## config.mk

```make
export PLATFORM = sky130hd
export DESIGN_NAME = uart_rx_tx_ring_buffers_flat
export DESIGN_NICKNAME = d
export VERILOG_FILES = /design/src/uartrb_pkg.sv /design/src/uartrb_if.sv /design/src/uart_rx_tx_ring_buffers.sv /design/src/uartrb_ring.sv /design/src/flat_wrapper.sv
export VERILOG_INCLUDE_DIRS = /design/src /design/src/src
export SDC_FILE = /design/constraint.sdc
export NUM_CORES = 2
export LEC_CHECK = 0
export ABC_CLOCK_PERIOD_IN_PS = 5460
export BUFFER_PORTS_ARGS = -buffer_cell sky130_fd_sc_hd__clkbuf_2
export CORE_MARGIN = 8
export CORE_UTILIZATION = 40
export DETAILED_ROUTE_END_ITERATION = 12
export PLACE_DENSITY = 0.61
export SLEW_MARGIN = 10
export SYNTH_ARGS = -nofsm -noshare
export SYNTH_HDL_FRONTEND = slang
export SYNTH_SLANG_ARGS = --single-unit
```

## constraint.sdc

```tcl
create_clock -name clock -period 5.46 [get_ports clock]
set_input_delay 0.273 -clock clock [delete_from_list [all_inputs] [get_ports clock]]
set_output_delay 0.273 -clock clock [all_outputs]
set_load 0.1 [all_outputs]
```

## src/uart_rx_tx_ring_buffers_defines.svh

```systemverilog
// assertion macros for the uart ring buffer block
`ifndef UART_RX_TX_RING_BUFFERS_DEFINES_SVH
`define UART_RX_TX_RING_BUFFERS_DEFINES_SVH

// consequent must hold in the same cycle as the antecedent
`define UARTRB_ASSERT_NOW(label, ante, cons) \
   label: assert property (@(posedge clock) disable iff (reset) (ante) |-> (cons)) \
      else $error("uart ring buffer assertion failed");

// consequent must hold in the cycle after the antecedent
`define UARTRB_ASSERT_NEXT(label, ante, cons) \
   label: assert property (@(posedge clock) disable iff (reset) (ante) |=> (cons)) \
      else $error("uart ring buffer assertion failed");

`endif

```

## src/uartrb_pkg.sv

```systemverilog
// shared types and constants for the uart ring buffer block
package uartrb_pkg;

   localparam int RX_CAPACITY_DEF = 127;
   localparam int TX_CAPACITY_DEF = 127;
   localparam int DATA_W          = 8;
   localparam int OP_W            = 3;
   localparam int STAT_W          = 7;
   localparam int STAT_EXT_W      = 9;

   typedef enum logic [OP_W-1:0] {
      OP_LINE_RX    = 3'd0,
      OP_HOST_READ  = 3'd1,
      OP_HOST_WRITE = 3'd2,
      OP_TX_EMPTY   = 3'd3,
      OP_RX_FLUSH   = 3'd4
   } op_type;

   typedef struct packed {
      logic push;
      logic pop;
      logic flush;
   } ring_cmd_type;

   typedef struct packed {
      logic full;
      logic empty;
   } ring_stat_type;

endpackage

```

## src/uartrb_if.sv

```systemverilog
// request and response channel interfaces
interface uartrb_req_if
   import uartrb_pkg::*;
   ();
   logic              valid;
   logic              ready;
   logic [OP_W-1:0]   operation;
   logic [DATA_W-1:0] byte_in;

   modport source (output valid, output operation, output byte_in, input ready);
   modport sink   (input valid, input operation, input byte_in, output ready);
endinterface

interface uartrb_rsp_if
   import uartrb_pkg::*;
   ();
   logic              valid;
   logic              ready;
   logic [DATA_W-1:0] read_data;
   logic              read_valid;
   logic              write_accepted;
   logic              rx_dropped;
   logic [DATA_W-1:0] send_data;
   logic              send_valid;
   logic              tx_irq_enabled;
   logic [STAT_W-1:0] rx_free;
   logic [STAT_W-1:0] rx_used;

   modport source (output valid, output read_data, output read_valid,
                   output write_accepted, output rx_dropped, output send_data,
                   output send_valid, output tx_irq_enabled, output rx_free,
                   output rx_used, input ready);
   modport sink   (input valid, input read_data, input read_valid,
                   input write_accepted, input rx_dropped, input send_data,
                   input send_valid, input tx_irq_enabled, input rx_free,
                   input rx_used, output ready);
endinterface

```

## src/uart_rx_tx_ring_buffers.sv

```systemverilog
// uart receive and transmit ring buffers, top level
// the response is registered: it is valid in the cycle after the request is accepted;
// the store read for a host read or transmitter-empty request happens on that edge
// one request per cycle while the response slot is free or being drained; each store has a single read port
// reset clears both rings' pointers, the transmit interrupt enable and the response slot;
// the byte stores are not cleared and need no clearing pass
module uart_rx_tx_ring_buffers
   import uartrb_pkg::*;
#(
   parameter int RX_CAPACITY = RX_CAPACITY_DEF,
   parameter int TX_CAPACITY = TX_CAPACITY_DEF
) (
   input  logic          clock,
   input  logic          reset,
   uartrb_req_if.sink    req_chan,
   uartrb_rsp_if.source  rsp_chan
);

`include "uart_rx_tx_ring_buffers_defines.svh"

   localparam int RX_PTR_W = $clog2(RX_CAPACITY + 1);
   localparam int TX_PTR_W = $clog2(TX_CAPACITY + 1);

   ring_cmd_type        rx_cmd, tx_cmd;
   ring_stat_type       rx_stat, tx_stat;
   logic [DATA_W-1:0]   rx_rdata, tx_rdata;
   logic [RX_PTR_W-1:0] rx_count;
   logic [TX_PTR_W-1:0] tx_count;

   logic                    req_fire;
   logic                    rsp_valid_ff;
   logic                    read_valid_ff, read_valid_in;
   logic                    write_ok_ff, write_ok_in;
   logic                    dropped_ff, dropped_in;
   logic                    send_valid_ff, send_valid_in;
   logic                    tx_irq_ff, tx_irq_in;
   logic [STAT_EXT_W-1:0]   used_ext;
   logic [STAT_EXT_W-1:0]   free_ext;

   // a new request may enter whenever the response slot is free or being drained
   assign req_chan.ready = !rsp_valid_ff || rsp_chan.ready;
   assign req_fire       = req_chan.valid && req_chan.ready;

   // operation decode into ring commands and response flags
   always_comb begin
      rx_cmd        = '0;
      tx_cmd        = '0;
      read_valid_in = 1'b0;
      write_ok_in   = 1'b0;
      dropped_in    = 1'b0;
      send_valid_in = 1'b0;
      tx_irq_in     = tx_irq_ff;
      unique case (op_type'(req_chan.operation))
         OP_LINE_RX: begin
            rx_cmd.push = !rx_stat.full;
            dropped_in  = rx_stat.full;
         end
         OP_HOST_READ: begin
            rx_cmd.pop    = !rx_stat.empty;
            read_valid_in = !rx_stat.empty;
         end
         OP_HOST_WRITE: begin
            tx_cmd.push = !tx_stat.full;
            write_ok_in = !tx_stat.full;
            tx_irq_in   = 1'b1;
         end
         OP_TX_EMPTY: begin
            tx_cmd.pop    = !tx_stat.empty;
            send_valid_in = !tx_stat.empty;
            tx_irq_in     = !tx_stat.empty && tx_irq_ff;
         end
         OP_RX_FLUSH: begin
            rx_cmd.flush = 1'b1;
         end
         default: begin
         end
      endcase
      if (!req_fire) begin
         rx_cmd    = '0;
         tx_cmd    = '0;
         tx_irq_in = tx_irq_ff;
      end
   end

   uartrb_ring #(.CAPACITY(RX_CAPACITY)) u_rx_ring (
      .clock (clock),
      .reset (reset),
      .cmd   (rx_cmd),
      .wdata (req_chan.byte_in),
      .rdata (rx_rdata),
      .stat  (rx_stat),
      .count (rx_count)
   );

   uartrb_ring #(.CAPACITY(TX_CAPACITY)) u_tx_ring (
      .clock (clock),
      .reset (reset),
      .cmd   (tx_cmd),
      .wdata (req_chan.byte_in),
      .rdata (tx_rdata),
      .stat  (tx_stat),
      .count (tx_count)
   );

   // response slot and interrupt enable
   always_ff @(posedge clock) begin
      if (reset) begin
         rsp_valid_ff  <= 1'b0;
         read_valid_ff <= 1'b0;
         write_ok_ff   <= 1'b0;
         dropped_ff    <= 1'b0;
         send_valid_ff <= 1'b0;
         tx_irq_ff     <= 1'b0;
      end else begin
         tx_irq_ff <= tx_irq_in;
         if (req_fire) begin
            rsp_valid_ff  <= 1'b1;
            read_valid_ff <= read_valid_in;
            write_ok_ff   <= write_ok_in;
            dropped_ff    <= dropped_in;
            send_valid_ff <= send_valid_in;
         end else if (rsp_chan.ready) begin
            rsp_valid_ff <= 1'b0;
         end
      end
   end

   // receive status from the live pointers, which only move on acceptance
   assign used_ext = STAT_EXT_W'(rx_count);
   assign free_ext = STAT_EXT_W'(RX_CAPACITY) - used_ext;

   assign rsp_chan.valid          = rsp_valid_ff;
   assign rsp_chan.read_data      = read_valid_ff ? rx_rdata : '0;
   assign rsp_chan.read_valid     = read_valid_ff;
   assign rsp_chan.write_accepted = write_ok_ff;
   assign rsp_chan.rx_dropped     = dropped_ff;
   assign rsp_chan.send_data      = send_valid_ff ? tx_rdata : '0;
   assign rsp_chan.send_valid     = send_valid_ff;
   assign rsp_chan.tx_irq_enabled = tx_irq_ff;
   assign rsp_chan.rx_free        = free_ext[STAT_W-1:0];
   assign rsp_chan.rx_used        = used_ext[STAT_W-1:0];

   // checks
   `UARTRB_ASSERT_NOW(a_rx_count_bound, 1'b1, used_ext <= STAT_EXT_W'(RX_CAPACITY))
   `UARTRB_ASSERT_NOW(a_drop_only_when_full, rsp_valid_ff && dropped_ff, rx_stat.full)
   `UARTRB_ASSERT_NEXT(a_write_sets_irq,
      req_fire && (req_chan.operation == OP_HOST_WRITE), tx_irq_ff && rsp_valid_ff)

endmodule

```

## src/uartrb_ring.sv

```systemverilog
// one byte ring: synchronous store plus head and tail pointers
module uartrb_ring
   import uartrb_pkg::*;
#(
   parameter int CAPACITY = RX_CAPACITY_DEF,
   localparam int RING    = CAPACITY + 1,
   localparam int PTR_W   = $clog2(RING)
) (
   input  logic              clock,
   input  logic              reset,
   input  ring_cmd_type      cmd,
   input  logic [DATA_W-1:0] wdata,
   output logic [DATA_W-1:0] rdata,
   output ring_stat_type     stat,
   output logic [PTR_W-1:0]  count
);

   logic [DATA_W-1:0] mem [RING];
   logic [DATA_W-1:0] rdata_ff;
   logic [PTR_W-1:0]  head_ff, head_in;
   logic [PTR_W-1:0]  tail_ff, tail_in;
   logic [PTR_W-1:0]  head_next;
   logic [PTR_W-1:0]  tail_next;
   logic [PTR_W:0]    diff;

   // pointer advance with wrap at the ring size
   assign head_next = (head_ff == PTR_W'(RING - 1)) ? '0 : head_ff + PTR_W'(1);
   assign tail_next = (tail_ff == PTR_W'(RING - 1)) ? '0 : tail_ff + PTR_W'(1);

   assign stat.full  = (head_next == tail_ff);
   assign stat.empty = (head_ff == tail_ff);

   // fill level, wrap case corrected by the ring size
   always_comb begin
      diff = {1'b0, head_ff} - {1'b0, tail_ff};
      if (head_ff < tail_ff) begin
         diff = diff + (PTR_W+1)'(RING);
      end
   end
   assign count = diff[PTR_W-1:0];

   // pointer updates, push and pop are gated by the caller
   always_comb begin
      head_in = head_ff;
      tail_in = tail_ff;
      if (cmd.push) begin
         head_in = head_next;
      end
      if (cmd.pop) begin
         tail_in = tail_next;
      end
      if (cmd.flush) begin
         tail_in = head_ff;
      end
   end

   always_ff @(posedge clock) begin
      if (reset) begin
         head_ff <= '0;
         tail_ff <= '0;
      end else begin
         head_ff <= head_in;
         tail_ff <= tail_in;
      end
   end

   // byte store, one write and one registered read port
   always_ff @(posedge clock) begin
      if (cmd.push) begin
         mem[head_ff] <= wdata;
      end
      if (cmd.pop) begin
         rdata_ff <= mem[tail_ff];
      end
   end

   assign rdata = rdata_ff;

endmodule

```

## src/flat_wrapper.sv

```systemverilog
// flat-port wrapper written by rule: the top's interface ports become plain ports
module uart_rx_tx_ring_buffers_flat import uartrb_pkg::*;
#(
   parameter int RX_CAPACITY = RX_CAPACITY_DEF,
   parameter int TX_CAPACITY = TX_CAPACITY_DEF
)
  (clock, reset, req_chan_valid, req_chan_operation, req_chan_byte_in, req_chan_ready, rsp_chan_valid, rsp_chan_read_data, rsp_chan_read_valid, rsp_chan_write_accepted, rsp_chan_rx_dropped, rsp_chan_send_data, rsp_chan_send_valid, rsp_chan_tx_irq_enabled, rsp_chan_rx_free, rsp_chan_rx_used, rsp_chan_ready);
  uartrb_req_if req_chan_i ();
  uartrb_rsp_if rsp_chan_i ();
  input  logic clock;
  input  logic reset;
  input wire logic [$bits(req_chan_i.valid)-1:0] req_chan_valid;
  input wire logic [$bits(req_chan_i.operation)-1:0] req_chan_operation;
  input wire logic [$bits(req_chan_i.byte_in)-1:0] req_chan_byte_in;
  output wire logic [$bits(req_chan_i.ready)-1:0] req_chan_ready;
  output wire logic [$bits(rsp_chan_i.valid)-1:0] rsp_chan_valid;
  output wire logic [$bits(rsp_chan_i.read_data)-1:0] rsp_chan_read_data;
  output wire logic [$bits(rsp_chan_i.read_valid)-1:0] rsp_chan_read_valid;
  output wire logic [$bits(rsp_chan_i.write_accepted)-1:0] rsp_chan_write_accepted;
  output wire logic [$bits(rsp_chan_i.rx_dropped)-1:0] rsp_chan_rx_dropped;
  output wire logic [$bits(rsp_chan_i.send_data)-1:0] rsp_chan_send_data;
  output wire logic [$bits(rsp_chan_i.send_valid)-1:0] rsp_chan_send_valid;
  output wire logic [$bits(rsp_chan_i.tx_irq_enabled)-1:0] rsp_chan_tx_irq_enabled;
  output wire logic [$bits(rsp_chan_i.rx_free)-1:0] rsp_chan_rx_free;
  output wire logic [$bits(rsp_chan_i.rx_used)-1:0] rsp_chan_rx_used;
  input wire logic [$bits(rsp_chan_i.ready)-1:0] rsp_chan_ready;
  assign req_chan_i.valid = req_chan_valid;
  assign req_chan_i.operation = req_chan_operation;
  assign req_chan_i.byte_in = req_chan_byte_in;
  assign req_chan_ready = req_chan_i.ready;
  assign rsp_chan_valid = rsp_chan_i.valid;
  assign rsp_chan_read_data = rsp_chan_i.read_data;
  assign rsp_chan_read_valid = rsp_chan_i.read_valid;
  assign rsp_chan_write_accepted = rsp_chan_i.write_accepted;
  assign rsp_chan_rx_dropped = rsp_chan_i.rx_dropped;
  assign rsp_chan_send_data = rsp_chan_i.send_data;
  assign rsp_chan_send_valid = rsp_chan_i.send_valid;
  assign rsp_chan_tx_irq_enabled = rsp_chan_i.tx_irq_enabled;
  assign rsp_chan_rx_free = rsp_chan_i.rx_free;
  assign rsp_chan_rx_used = rsp_chan_i.rx_used;
  assign rsp_chan_i.ready = rsp_chan_ready;
  uart_rx_tx_ring_buffers #(.RX_CAPACITY(RX_CAPACITY), .TX_CAPACITY(TX_CAPACITY)) u_core (.clock(clock), .reset(reset), .req_chan(req_chan_i), .rsp_chan(rsp_chan_i));
endmodule
```

== Word-level counts from Yosys, hierarchy flattened ==
Memory sizes are Yosys's and may differ from the RTL's. A register that Yosys moved wholly into a read port is not among the register bits.
Index checks and enable logic that the tools add are counted.

* Register bits after elaboration: 34
* RAM bits: 2048
* Word-level logic and storage cells: 72
* Memories: 2

* Add/sub/neg operators: 7
* Order comparisons: 1
* Equality and inequality tests: 12
* Mux-type cells: 26
* Reductions and logical operators: 14

{| class="wikitable"
|+ Memories
! name !! words !! width !! rd ports !! clocked after memory_dff !! wr ports !! line !! RTL
|-
| u_core.u_rx_ring.mem || 128 || 8 || 1 || 1 || 1 || uartrb_ring.sv:18 || <nowiki>logic [DATA_W-1:0] mem [RING];</nowiki>
|-
| u_core.u_tx_ring.mem || 128 || 8 || 1 || 1 || 1 || uartrb_ring.sv:18 ||
|}

{| class="wikitable"
|+ Operators with widths
! operator !! count
|-
| $mux W7 || 9
|-
| $add A7 B1 Y7 const B || 5
|-
| $eq A7 B7 Y1 || 4
|-
| $eq A7 B7 Y1 const B || 4
|-
| $mux W8 || 2
|-
| $mux W1 || 12
|-
| $reduce_bool A2 Y1 || 4
|-
| $lt A7 B7 Y1 || 1
|-
| $sub A7 B7 Y7 || 1
|-
| $sub A7 B7 Y7 const A || 1
|-
| $eq A3 B2 Y1 const B || 2
|-
| $mux W3 || 2
|-
| $logic_not A1 Y1 || 5
|-
| $eq A3 B1 Y1 const B || 1
|-
| $eq A3 B3 Y1 const B || 1
|-
| $logic_not A3 Y1 || 1
|-
| $logic_and A1 B1 Y1 || 2
|-
| $pmux W1 S2 || 1
|-
| $reduce_and A2 Y1 || 1
|-
| $logic_or A1 B1 Y1 || 1
|}

== Longest topological paths before layout ==
* Word-level depth: 8
* Gate-level depth with buffers: 13
* Mapped depth without buffers: 10

== By module ==
A second synthesis with hierarchy kept.

* Cells, all modules: 4258
* Area, all modules: 82994.6 µm²

{| class="wikitable"
|+ Modules (own cells, without submodules)
! module !! instances !! cells an instance !! area an instance (µm²) !! seq. area each (µm²)
|-
| uartrb_ring at u_core.u_tx_ring || 1 || 2107 || 41284.6 || 31270.0
|-
| uartrb_ring at u_core.u_rx_ring || 1 || 2088 || 41259.6 || 31270.0
|-
| uart_rx_tx_ring_buffers || 1 || 63 || 450.4 || 120.1
|}

== Least setup slack after synthesis ==
Ideal clock, no wire load.

* Path kind: register -> output
* Start point: reg u_core.u_rx_ring.tail_ff[1]
* End point: out rsp_chan_rx_free[6]
* Arrival time: 4.701 ns
* Setup slack: 0.486 ns
* Cell stages (with the launch flop): 13
* Path buffers: 4
* Cell sequence: dfxtp_1 > buf_4 > buf_2 > buf_2 > inv_1 > buf_1 > fa_1 > a21o_1 > a21oi_1 > o21bai_1 > a21oi_1 > xnor2_1 > inv_1

* Word-level cells in the longest chain between the ends: 4
* Elaborated cells on any way between the ends: 5
* Classes of those cells: add/sub: 3; order compare: 1; mux: 1

{| class="wikitable"
|+ Ends and longest elaborated chain
! what !! line !! RTL
|-
| start, declared || uartrb_ring.sv:21 || <nowiki>logic [PTR_W-1:0] tail_ff, tail_in;</nowiki>
|-
| start signal, assigned || uartrb_ring.sv:63 || <nowiki>tail_ff <= tail_in;</nowiki>
|-
| $sub A7 B7 Y7 || uartrb_ring.sv:35 || <nowiki>diff = {1'b0, head_ff} - {1'b0, tail_ff};</nowiki>
|-
| $add A7 B1 Y7 || uartrb_ring.sv:37 || <nowiki>diff = diff + (PTR_W+1)'(RING);</nowiki>
|-
| $mux W7 * || uartrb_ring.sv:36 || <nowiki>if (head_ff < tail_ff) begin</nowiki>
|-
| named net rsp_chan_rx_used[6] || flat_wrapper.sv:25 || <nowiki>output wire logic [$bits(rsp_chan_i.rx_used)-1:0] rsp_chan_rx_used;</nowiki>
|-
| $sub A7 B7 Y7 * || uart_rx_tx_ring_buffers.sv:130 || <nowiki>assign free_ext = STAT_EXT_W'(RX_CAPACITY) - used_ext;</nowiki>
|-
| end, declared || flat_wrapper.sv:24 || <nowiki>output wire logic [$bits(rsp_chan_i.rx_free)-1:0] rsp_chan_rx_free;</nowiki>
|}

Mark *: on every way through the listed nets, which the timed path passes. The rest lies on a longest branch.

== Final worst setup path ==
* Start point: reg u_core.u_rx_ring.tail_ff[0]
* End point: out rsp_chan_rx_used[6]

* Word-level cells in the longest chain between the ends: 3
* Elaborated cells on any way between the ends: 4
* Classes of those cells: add/sub: 2; order compare: 1; mux: 1

{| class="wikitable"
|+ Ends and longest elaborated chain
! what !! line
|-
| $sub A7 B7 Y7 || uartrb_ring.sv:35
|-
| $add A7 B1 Y7 || uartrb_ring.sv:37
|-
| $mux W7 * || uartrb_ring.sv:36
|-
| end, declared || flat_wrapper.sv:25
|}

Mark *: on every way between the ends. The rest lies on a longest branch, timed or not.

==> run metrics <==
Max-slew headroom around a tenth; Worst-Margin Slew 1340 ps; H-tree depth 4; Post-CTS Hold Buffers 6; CTS tree yes; area delta synth->final 12.3%; gr usage total ~18%; Site Rows 167; gr ovfl total 0; vias in the first global route 41.5k; clk_lat worst skew 830 ps; top cells by area, synth edfxtp_1 75%, mux4_2 15%, nor2_1 1.2%; layout net count a little over 4k; share of cells above drive strength 1 25.6%; Mean Syn Cell Area 20.7 sq um; Final TNS setup 0 ps; antenna-violating nets left 0; routed wire length 208000 um; # fillers 17.3k; maxcap violations 0; Synth warnings 0; Detailed Place HPWL 125000 um; DRC errors left 0; most frequent cells in the layout 2064 x edfxtp_1, 558 x mux4_2, 262 x nor2_1, 207 x clkbuf_16, 173 x nand2_1; Synth Net Count between 4k and 5k; post-synthesis sequential area ratio about three quarters; # port buffers 51; Post-synth EDFFs 2064; Avg Vias per Cell 5.87; core area 207000 sq um; Syn Inst Count 4014; Cell Pwr Density 346 nW/um^2; Die Wd 472 um; Ports 52; crit path max fanout 33; Sink Count about 2.1k; Clock Path Buffers 3; largest net degree at the start of global routing 157; FMAX slightly above 0.2 GHz; RSZ-0062 raised after global routing false; post-synthesis simple-gate area fraction 3.84%; multiplexer share of the synthesized area 16.4%; postcts setup bufs 0; antenna violations before repair 5; effective utilization at floorplan 40.2%; total power roughly 32000 uW; min cycle time layout 4870 ps; commonest non-fill, non-tap cell in the layout edfxtp_1; DRT Pass-1 Iters 6; Yosys cell types 75; Synth top area share 74.5%; die height 472 um; final cycle utilization of the critical path 89.2%; Compound-Gate Fraction of Synth Area 2.33%; Setup crit end kind primary output; Hold WC Path Type in -> reg; Final setup violation count 0; die area 223000 sq um; clock skew 40.8 ps; area leader, netlist edfxtp_1; PostCTS Resize Cnt 0; global-route wire length before repair about 300000 um; count of state elements after synthesis 2098; fraction of registers with async set/reset 0%; status complete, no violations; register area 62700 sq um; number of CTS-inserted buffers 200; DR vias 41.0k; pins over their slew limit 0; WL/cell 29.8 um; Max VDD drop 0.322 mV; dominant synthesized flop cell edfxtp_1; Worst-path clk slew 60 ps; WS Path Type reg -> out; post-synth design cell area 83200 sq um; worst path required time 5190 ps; area of the multi-input gates around 20000 sq um; leakage 0.0279 uW; GP Congestion 0.868; post-synthesis adder-cell area fraction 0.174%; crit path DAT 4600 ps; CP Launch Type flop; clock root buffer clkbuf_16; drt initial violations ~4.5k; Post-Synth XOR/XNOR Area 0.263%; largest family of logic cells by synthesized area multiplexers; Fin. Hold Viols 0
flip-flops by register name, indices dropped and copies added (netlist names), 7 cells and up:
register,count
u_core.u_rx_ring.tail_ff,7
u_core.u_rx_ring.head_ff,7
u_core.u_tx_ring.tail_ff,7
u_core.u_tx_ring.rdata,8
u_core.u_tx_ring.mem,1024
u_core.u_rx_ring.mem,1024
u_core.u_rx_ring.rdata,8
u_core.u_tx_ring.head_ff,7
synthesized netlist by cell type (7+ instances only):
library cell     n
a211oi_1        23
a21oi_1         42
a221oi_1        14
a22oi_1         12
a311oi_1        12
a31oi_1         13
and2_1          31
and3_1          26
buf_1           16
buf_2          101
buf_4           49
clkbuf_1        76
dfxtp_1         34
edfxtp_1      2064
ha_1            10
inv_1           28
mux2_2          15
mux2i_1         91
mux4_2         558
nand2_1        173
nand3_1         38
nand4_1         15
nor2_1         262
nor2_2           9
nor2b_1         16
nor3_1          17
nor4_1          74
o211ai_1         8
o21ai_0         30
o221ai_1         8
o22ai_1         10
xnor2_1         18
xor2_1           7
metal layers:
layer | wire length, um | track usage [%] | vias to the layer above
met5 | 0 | 0 | -
li1 | - | - | 16961
met4 | 5660 | 4.78 | 0
met1 | 86200 | 25.5 | 22042
met2 | 102000 | 30.3 | 1721
met3 | 14000 | 3.06 | 325
worst paths after layout:
path | from | end | slack [ps] | cells past startpoint
setup / recovery | u_core.u_rx_ring.tail_ff[0] | rsp_chan_rx_used[6] | 590 | 10
hold / removal | req_chan_byte_in[4] | u_core.u_rx_ring.mem[118][4] | 20 | 1
setup reg to reg | u_core.u_rx_ring.head_ff[1] | u_core.u_rx_ring.mem[22][5] | 990 | 8
hold reg to reg | u_core.rsp_chan.tx_irq_enabled | u_core.rsp_chan.tx_irq_enabled | 480 | 2
layout make-up:
class	count	area share, %
sequential	2098	67.1
multi-input combinational	1638	20.9
clock buffer	243	5.72
tap	2704	3.62
timing repair buffer	154	1.39
clock inverter	125	1.07
inverter	33	0.135
antenna	3	0.00804
critical path, stage by stage (launching register included):
cell	delay, ps
dfxtp_4	670
buf_4	630
ha_1	270
inv_1	70
fa_1	400
a21o_1	200
a21oi_1	250
o21bai_1	90
a21oi_1	180
xnor2_1	400
clkbuf_2	590
report_power, final:
group | internal, uW | switching (uW)
registers | 17700 | 23.6
clock network | 7640 | 5910
logic | 275 | 742
total | 25600 | 6680
cell families after synthesis:
| family | after synthesis |
|---|---|
| buf+inv | 278 |
| compound gates | 249 |
| flops | 2098 |
| simple gates | 689 |
| fa+ha+maj | 11 |
| xor+xnor | 25 |
| mux | 664 |
through the flow:
stage	area [sq um]	hold slack (ps)	setup WS (ps)	util (%)	instances
floorplan	83200	372	486	-	4014
global placement	86900	474	1230	42.0	6621
detailed placement	86900	477	1100	42.0	6621
CTS	93300	3.10	442	45.1	6995
global route	93400	34.3	293	45.1	6995
finish	93400	22.3	588	45.1	6998
Power figures use the tool's default switching activity.
